==> src/rtl/leltree_pkg.sv <==
package leltree_pkg;

    // command codes carried in s_tuser
    localparam logic [1:0] CMD_LOAD  = 2'd0;
    localparam logic [1:0] CMD_ADD   = 2'd1;
    localparam logic [1:0] CMD_QUERY = 2'd2;
    localparam logic [1:0] CMD_CLEAR = 2'd3;

    // coordinate table read address select
    localparam logic [2:0] CA_XL  = 3'd0;
    localparam logic [2:0] CA_XM  = 3'd1;
    localparam logic [2:0] CA_XR  = 3'd2;
    localparam logic [2:0] CA_MID = 3'd3;
    localparam logic [2:0] CA_LO  = 3'd4;

    // line evaluations: stored line (0) or new line at left, middle, right; query point
    localparam logic [2:0] EV_L0 = 3'd0;
    localparam logic [2:0] EV_M0 = 3'd1;
    localparam logic [2:0] EV_R0 = 3'd2;
    localparam logic [2:0] EV_L  = 3'd3;
    localparam logic [2:0] EV_M  = 3'd4;
    localparam logic [2:0] EV_R  = 3'd5;
    localparam logic [2:0] EV_Q  = 3'd6;

    typedef struct packed {
        logic       take;
        logic       coord_we;
        logic [2:0] ca_sel;
        logic       node_path;
        logic       cap_node;
        logic       cap_xl;
        logic       cap_xm;
        logic       cap_xr;
        logic       mul_go;
        logic       add_go;
        logic [2:0] ev;
        logic       node_we;
        logic       node_clr;
        logic       clr_init;
        logic       clr_step;
        logic       init_add;
        logic       step_level;
        logic       init_search;
        logic       search_step;
        logic       init_path;
        logic       path_step;
        logic       out_load;
        logic       out_miss;
    } dp_cmd_t;

    typedef struct packed {
        logic node_valid;
        logic lvl_zero;
        logic keep;
        logic replace;
        logic swap;
        logic leaf_better;
        logic search_done;
        logic found;
        logic path_root;
        logic clr_last;
        logic out_free;
    } dp_stat_t;

endpackage

==> src/rtl/leltree_ctrl.sv <==
module leltree_ctrl (
    input  logic                   clk,
    input  logic                   rst_n,
    input  logic                   s_tvalid,
    output logic                   s_tready,
    input  logic [1:0]             cmd_code,
    input  leltree_pkg::dp_stat_t  stat,
    output leltree_pkg::dp_cmd_t   cmd
);
    import leltree_pkg::*;

    localparam logic [4:0] ST_CLR    = 5'd0;
    localparam logic [4:0] ST_IDLE   = 5'd1;
    localparam logic [4:0] ST_A_RD   = 5'd2;
    localparam logic [4:0] ST_A_C1   = 5'd3;
    localparam logic [4:0] ST_A_C2   = 5'd4;
    localparam logic [4:0] ST_A_C3   = 5'd5;
    localparam logic [4:0] ST_E_MUL  = 5'd6;
    localparam logic [4:0] ST_E_ADD  = 5'd7;
    localparam logic [4:0] ST_A_DEC  = 5'd8;
    localparam logic [4:0] ST_L_DEC  = 5'd9;
    localparam logic [4:0] ST_Q_SR   = 5'd10;
    localparam logic [4:0] ST_Q_SC   = 5'd11;
    localparam logic [4:0] ST_Q_FC   = 5'd12;
    localparam logic [4:0] ST_Q_FK   = 5'd13;
    localparam logic [4:0] ST_P_RD   = 5'd14;
    localparam logic [4:0] ST_P_CAP  = 5'd15;
    localparam logic [4:0] ST_P_CHK  = 5'd16;
    localparam logic [4:0] ST_P_MUL  = 5'd17;
    localparam logic [4:0] ST_P_ADD  = 5'd18;
    localparam logic [4:0] ST_Q_OUT  = 5'd19;
    localparam logic [4:0] ST_Q_MISS = 5'd20;

    logic [4:0] state_reg, state_next;
    logic [2:0] ev_reg, ev_next;

    always_ff @(posedge clk or negedge rst_n)
    begin
        if (!rst_n)
        begin
            state_reg <= ST_CLR;
            ev_reg    <= EV_L0;
        end
        else
        begin
            state_reg <= state_next;
            ev_reg    <= ev_next;
        end
    end

    assign s_tready = (state_reg == ST_IDLE);

    always_comb
    begin
        state_next = state_reg;
        ev_next    = ev_reg;
        cmd        = '0;
        cmd.ev     = ev_reg;
        unique case (state_reg)
            ST_CLR:
            begin
                cmd.node_we  = 1'b1;
                cmd.node_clr = 1'b1;
                cmd.clr_step = 1'b1;
                if (stat.clr_last)
                begin
                    state_next = ST_IDLE;
                end
            end
            ST_IDLE:
            begin
                if (s_tvalid)
                begin
                    cmd.take = 1'b1;
                    unique case (cmd_code)
                        CMD_LOAD:  cmd.coord_we = 1'b1;
                        CMD_ADD:
                        begin
                            cmd.init_add = 1'b1;
                            state_next   = ST_A_RD;
                        end
                        CMD_QUERY:
                        begin
                            cmd.init_search = 1'b1;
                            state_next      = ST_Q_SR;
                        end
                        default:
                        begin
                            cmd.clr_init = 1'b1;
                            state_next   = ST_CLR;
                        end
                    endcase
                end
            end
            ST_A_RD:
            begin
                cmd.ca_sel = CA_XL;
                state_next = ST_A_C1;
            end
            ST_A_C1:
            begin
                cmd.cap_node = 1'b1;
                cmd.cap_xl   = 1'b1;
                cmd.ca_sel   = CA_XM;
                state_next   = ST_A_C2;
            end
            ST_A_C2:
            begin
                cmd.cap_xm = 1'b1;
                cmd.ca_sel = CA_XR;
                ev_next    = EV_L0;
                priority if (!stat.node_valid)
                begin
                    cmd.node_we = 1'b1;
                    state_next  = ST_IDLE;
                end
                else if (stat.lvl_zero)
                begin
                    state_next = ST_E_MUL;
                end
                else
                begin
                    state_next = ST_A_C3;
                end
            end
            ST_A_C3:
            begin
                cmd.cap_xr = 1'b1;
                state_next = ST_E_MUL;
            end
            ST_E_MUL:
            begin
                cmd.mul_go = 1'b1;
                state_next = ST_E_ADD;
            end
            ST_E_ADD:
            begin
                cmd.add_go = 1'b1;
                priority if (stat.lvl_zero)
                begin
                    if (ev_reg == EV_L0)
                    begin
                        ev_next    = EV_L;
                        state_next = ST_E_MUL;
                    end
                    else
                    begin
                        state_next = ST_L_DEC;
                    end
                end
                else if (ev_reg == EV_R)
                begin
                    state_next = ST_A_DEC;
                end
                else
                begin
                    ev_next    = ev_reg + 3'd1;
                    state_next = ST_E_MUL;
                end
            end
            ST_A_DEC:
            begin
                priority if (stat.keep)
                begin
                    state_next = ST_IDLE;
                end
                else if (stat.replace)
                begin
                    cmd.node_we = 1'b1;
                    state_next  = ST_IDLE;
                end
                else
                begin
                    cmd.node_we    = stat.swap;
                    cmd.step_level = 1'b1;
                    state_next     = ST_A_RD;
                end
            end
            ST_L_DEC:
            begin
                cmd.node_we = stat.leaf_better;
                state_next  = ST_IDLE;
            end
            ST_Q_SR:
            begin
                if (stat.search_done)
                begin
                    cmd.ca_sel = CA_LO;
                    state_next = ST_Q_FC;
                end
                else
                begin
                    cmd.ca_sel = CA_MID;
                    state_next = ST_Q_SC;
                end
            end
            ST_Q_SC:
            begin
                cmd.ca_sel      = CA_MID;
                cmd.search_step = 1'b1;
                state_next      = ST_Q_SR;
            end
            ST_Q_FC:
            begin
                cmd.cap_xl = 1'b1;
                state_next = ST_Q_FK;
            end
            ST_Q_FK:
            begin
                if (stat.found)
                begin
                    cmd.init_path = 1'b1;
                    state_next    = ST_P_RD;
                end
                else
                begin
                    state_next = ST_Q_MISS;
                end
            end
            ST_P_RD:
            begin
                cmd.node_path = 1'b1;
                state_next    = ST_P_CAP;
            end
            ST_P_CAP:
            begin
                cmd.cap_node = 1'b1;
                ev_next      = EV_Q;
                state_next   = ST_P_CHK;
            end
            ST_P_CHK:
            begin
                priority if (stat.node_valid)
                begin
                    state_next = ST_P_MUL;
                end
                else if (stat.path_root)
                begin
                    state_next = ST_Q_OUT;
                end
                else
                begin
                    cmd.path_step = 1'b1;
                    state_next    = ST_P_RD;
                end
            end
            ST_P_MUL:
            begin
                cmd.mul_go = 1'b1;
                state_next = ST_P_ADD;
            end
            ST_P_ADD:
            begin
                cmd.add_go = 1'b1;
                if (stat.path_root)
                begin
                    state_next = ST_Q_OUT;
                end
                else
                begin
                    cmd.path_step = 1'b1;
                    state_next    = ST_P_RD;
                end
            end
            ST_Q_OUT:
            begin
                // hold until the output register is free
                if (stat.out_free)
                begin
                    cmd.out_load = 1'b1;
                    state_next   = ST_IDLE;
                end
            end
            ST_Q_MISS:
            begin
                if (stat.out_free)
                begin
                    cmd.out_load = 1'b1;
                    cmd.out_miss = 1'b1;
                    state_next   = ST_IDLE;
                end
            end
            default:
            begin
                state_next = ST_IDLE;
            end
        endcase
    end
endmodule

==> config.mk <==
export PLATFORM = sky130hd
export DESIGN_NAME = leltree_ctrl
export DESIGN_NICKNAME = d
export VERILOG_FILES = /design/src/rtl/leltree_pkg.sv /design/src/rtl/leltree_ctrl.sv
export SDC_FILE = /design/constraint.sdc
export NUM_CORES = 1
export LEC_CHECK = 0
export BUFFER_PORTS_ARGS = -buffer_cell sky130_fd_sc_hd__buf_2
export CORE_ASPECT_RATIO = 0.8
export CORE_UTILIZATION = 39
export DETAILED_ROUTE_END_ITERATION = 12
export HOLD_SLACK_MARGIN = 0.03
export PLACE_DENSITY = 0.62
export SLEW_MARGIN = 10
export SYNTH_ARGS = -nofsm -noshare
export SYNTH_HDL_FRONTEND = slang
export SYNTH_SLANG_ARGS = --single-unit
==> constraint.sdc <==
create_clock -name clk -period 2.6 [get_ports clk]
set_clock_uncertainty 0.2 [all_clocks]
set_input_delay 0.52 -clock clk [delete_from_list [all_inputs] [get_ports clk]]
set_output_delay 0.52 -clock clk [all_outputs]
set_load 0.02 [all_outputs]
Yosys cells after proc, flatten, opt, wreduce, memory -nomap -nowiden:

Cells that the tools add are included.

* eq/ne operators: 29
* reduce and logical (&&, ||, !) cells: 12
* $add $sub $neg: 1
* multiplexer cells: 59

Operator list (count)
* one-hot mux 5 bit (19 select lines): 1
* equality test 5 x 4 -> 1 bit (second input constant): 8
* 2-to-1 mux 5 bit: 8
* 2-to-1 mux 1 bit: 31
* equality test 5 bit (second input constant): 5
* equality test 5 x 3 -> 1 bit (second input constant): 4
* 2-to-1 mux 3 bit: 5
* one-hot mux 5 bit (3 select lines): 1
* 2-to-1 mux 2 bit: 6
* one-hot mux 3 bit (4 select lines): 1
* equality test 5 x 2 -> 1 bit (second input constant): 2
* OR reduction 2 bit: 5
* one-hot mux 3 bit (3 select lines): 1
* 2-to-1 mux 4 bit: 2
* inequality test 2 bit (second input constant): 3
* inequality test 3 bit (second input constant): 2
* equality test 5 x 1 -> 1 bit (second input constant): 1
* zero test 5 bit: 1
* one-hot mux 1 bit (2 select lines): 2
* one-hot mux 1 bit (4 select lines): 1
* AND reduction 4 bit: 1
* adder 3 x 1 -> 3 bit (second input constant): 1
* equality test 3 bit (second input constant): 1
* zero test 3 bit: 1
* 7 further kinds: 7

* logic and storage cells: 103
* input bits: 16
* bits in registers: 8
* output and inout port bits: 28

Longest topological paths before layout:

* depth after elaboration: 5
* gate-level depth with buffers: 8
* mapped depth without buffers: 7

Worst setup path before layout:

OpenSTA, ideal clock, no wires.

* path kind: flip-flop to output port
* from: register state_reg[4]
* to: output cmd[22] (netlist bit)
* path slack: 0.255 ns
* path buffers: 3
* arrival: 1.625 ns
* cell stages (with the launch flop): 5
* required time: 1.880 ns
* path through: dfrtp_1 -> clkbuf_2 -> buf_2 -> buf_1 -> nor4b_1

RTL lines
* from (decl): line leltree_ctrl.sv:34 `logic [4:0] state_reg, state_next;`
* from (signal assigned): line leltree_ctrl.sv:46 `state_reg <= state_next;`
* to (decl): line leltree_ctrl.sv:8 `output leltree_pkg::dp_cmd_t cmd`

==> reports/results.md <==
| Group | Item | Value |
|---|---|---|
| die | I/O pin count | 44 |
| global routing | Largest net degree at the start of global routing | 20 |
| die | Area of the placeable core | 0.00285 mm^2 |
| place | Routability-driven placement congestion ratio | 0.958 |
| pwr | Post-route total power | 1.69 mW |
| yosys | Top-count cell post-synth | nor2_1 |
| sta | Worst-case headroom to the max-slew limit | 59.9% |
| clock network | Number of setup buffers added after CTS | 0 |
| yosys | Warning count from the yosys run | 0 |
| worst hold path | Number of cells on the worst hold path | 1 |
| setup path | Highest fanout seen on the critical path | 9 |
| setup path | Flop2flop setup slack | 0.45 ns |
| final layout | Ant diodes | 0 |
| yosys | EDFF count, synth | 0 |
| setup path | WP data arrival | 1.77 ns |
| global routing | Antenna violations before repair | 0 |
| clock network | Clk Latency, worst-skew pair | 0.23 ns |
| yosys | Number of synthesized register bits | 8 |
| setup path | Startpoint Class | register |
| sta | Pin slew with the least headroom to its limit | 0.594 ns |
| final layout | Relative area change from synthesis to final layout | 27.5% |
| pwr | Sw power | 893 uW |
| yosys | Post-synthesis cell type count | 58 |
| yosys | Top cells by area in the synthesized netlist | dfrtp_1, ha_1, nor2_1 |
| worst hold path | Startpoint of the tightest hold check path | ev_reg[2]$_DFFE_PN0P_ |
| global routing | First-pass GRT wire length | 6310 um |
| final layout | Nets@finish | 236 |
| pwr | Leakage power total | 0.755 nW |
| yosys | Ys flop type | dfrtp_1 |
| sta | Hold Violations, Final | 0 |
| setup path | Number of cells traversed by the worst register-to-register path | 5 |
| setup path | Crit Path Category | reg2out |
| pwr | Cell-internal power | 794 uW |
| yosys | Dominant cell type by area after synthesis | dfrtp_1 |
| setup path | R2r endpoint | state_reg[2]$_DFFE_PN0P_ |
| setup path | Worst-path cell chain | or3b_2 -> nor4_2 -> buf_2 |
| sta | Worst hold-check slack | 0.411 ns |
| sta | RSZ-0062 raised after global routing | no |
| pwr | Part of the power in the clock network | 9.0% |
| yosys | Sequential cell area fraction in the yosys report | 16.6% |
| setup path | Slowest cell delay on critical path | 0.54 ns |
| pwr | Relative contribution of sequential cells to total power | 18.4% |
| worst hold path | Endpoint of the worst hold path | ev_reg[2]$_DFFE_PN0P_ |
| sta | Final worst path period share | 95.8% |
| routing | Overall routed net length | 3880 um |
| status | Status | finished, final reports clean |
| routing | Total via count after detailed routing | 1,461 |
| clock network | Clock-pin slew of the registers on the worst-case setup and hold paths | 0.04 ns |
| yosys | Synthesized net count | 189 |
| clock network | Total clock buffers created by CTS | 3 |
| pwr | Sw Ratio | 52.9% |
| global routing | Overall overflow remaining after global route | 0 |
| setup path | Family with the most delay on the worst path | simple AND/OR/NAND/NOR gates |
| clock network | Clock H-tree levels | 1 |
| routing | Number of nets with antenna violations after routing | 0 |
| setup path | Worst setup EP type | output port |
| pwr | Worst IR Drop VDD | 574 uV |
| yosys | Post-synthesis cell count | 166 |
| global routing | Aggregate global-route resource usage | 24.4% |
| pwr | Total power divided by cell area | 1100 mW/mm^2 |
| yosys | Area share of the largest cell type after synthesis | 16.6% |
| yosys | Cell area after synthesis | 0.00121 mm^2 |
| place | I/O Buffers | 43 |
| yosys | Avg Inst Size Synth | 7.27 um^2 |
| routing | DR WL/cell | 15.6 um |
| pwr | Combinational cell fraction of total power | 72.6% |
| global routing | Via count of the first global-routing pass | 1,317 |
| yosys | Ranking of synthesized cells by instance count | nor2_1, nand2_1, a21oi_1, dfrtp_1, inv_1 |
| clock network | Clock Root Buffer | clkbuf_8 |
| die | Starting Density | 42.3% |
| clock network | CTS tree | yes |
| die | Row count | 17 |
| routing | Via-per-instance ratio | 5.87 |
| setup path | Crit path required time | 1.88 ns |
| run | Max Cap Violations | 0 |
| sta | Total negative setup slack | 0 ns |
| routing | Drc violations | 0 |
| sta | Total of endpoints with negative setup slack in the final report | 0 |
| final layout | Largest register FFs | 5 |
| clock network | TritonCTS Sinks | 8 |
| die | Die area | 0.00332 mm^2 |
| setup path | Worst-path cell with the longest stage delay | or3b_2 |
| die | Width of the die | 64.2 um |
| routing | DRC violation total after the first TritonRoute iteration | 120 |
| setup path | Buffers plus inverters on the worst setup path | 1 |
| die | Height of the chip | 51.7 um |
| sta | Clock period minus final worst setup slack | 2.49 ns |
| sta | Slew Limit Fails | 0 |
| worst hold path | Path class of the lowest-slack min-delay path | reg2reg |
| sta | Fmax | 401 MHz |
| setup path | Crit Reg-Reg Startpoint | state_reg[2]$_DFFE_PN0P_ |
| routing | First-pass detailed-route iteration total | 4 |
| place | Total half-perimeter wirelength after legalization and detailed placement | 3010 um |
| clock network | Buffers from clock root to sink, at most | 2 |
| final layout | Share of cells above drive strength 1 | 35.1% |
| yosys | Ys async rst share | 100% |
## what timing repair did
action                     4_1_cts  5_1_grt
hold buffers                     1        0
resized for setup                0        4
hold endpoints to repair         8        0
setup endpoints to repair        0       12
## cells in the final DEF, fill, tap and decap left out, types with 5 or more instances in the layout
master / instances
nand2b_1: 6
nand2_1: 15
ha_1: 7
nor2_1: 18
inv_1: 8
a21oi_1: 12
dfrtp_1: 5
and2_1: 5
o21ai_0: 5
buf_2: 43
nand3_1: 7
nor2b_1: 5
buf_4: 11
## power by group through the flow
stage          sequential [mW]  clock, mW  combinational [mW]
6_report                 0.311      0.151                1.22
5_1_grt                  0.322      0.160                1.34
4_1_cts                  0.299      0.152                1.21
3_5_place_dp             0.301          0                1.20
3_3_place_gp             0.298          0                1.20
2_1_floorplan            0.236          0               0.927
## worst register-to-register path, cell delays in order (launching register included)
cell       delay [ns]
dfrtp_2          0.54
and3b_1          0.25
o2111ai_2        0.25
o211a_4          0.24
nor2b_1          0.05
or4_4            0.49
## cells by family after synthesis
| family | synth area share, % |
|---|---|
| XOR/XNOR | 1.45 |
| flip-flops | 16.6 |
| AND/OR/NAND/NOR | 35.6 |
| adder cells (fa/ha/maj) | 7.26 |
| buffers and inverters | 9.02 |
| AO/OA/AOI/OAI | 29.2 |
| multiplexers | 0.934 |
## metal layers
| layer | part of all wire, % | up-vias | wire length [um] | global-route usage, % |
|---|---|---|---|---|
| met4 | 0.85 | 0 | 33 | 5.19 |
| met5 | 0 | - | 0 | 0 |
| li1 | - | 706 | - | - |
| met2 | 46 | 66 | 1770 | 39.7 |
| met1 | 47 | 685 | 1820 | 34.0 |
| met3 | 6.5 | 4 | 254 | 3.95 |
## how the worst max path moves through the flow
stage,start,to,slack (ns),cells past startpoint
finish,state_reg[4]$_DFFE_PN0P_,cmd[6],0.11,3
global route,state_reg[4]$_DFFE_PN0P_,cmd[21],0.007,5
CTS,state_reg[0]$_DFFE_PN0P_,cmd[7],0.02,4
detailed placement,state_reg[0]$_DFFE_PN0P_,cmd[7],0.28,4
global placement,state_reg[0]$_DFFE_PN0P_,cmd[7],0.32,4
floorplan,state_reg[4]$_DFFE_PN0P_,cmd[22],0.25,4
## metrics by stage
stage	utilization, %	std cells	worst slack [ns]	instance area [um^2]
floorplan	-	166	0.255	1210
global placement	51.9	245	0.316	1480
detailed placement	51.9	245	0.280	1480
CTS	53.7	249	0.0238	1530
global route	54.0	249	0.00668	1540
finish	54.0	249	0.109	1540
## cell type report
cell class	instances	area (um^2)
multi-input cells	135	900
fillers	285	1310
well taps	38	47.5
clock buffers	3	41.3
flip-flops and latches	8	204
inverters	10	37.5
repair buffers	55	308
Power figures use the tool's default switching activity.
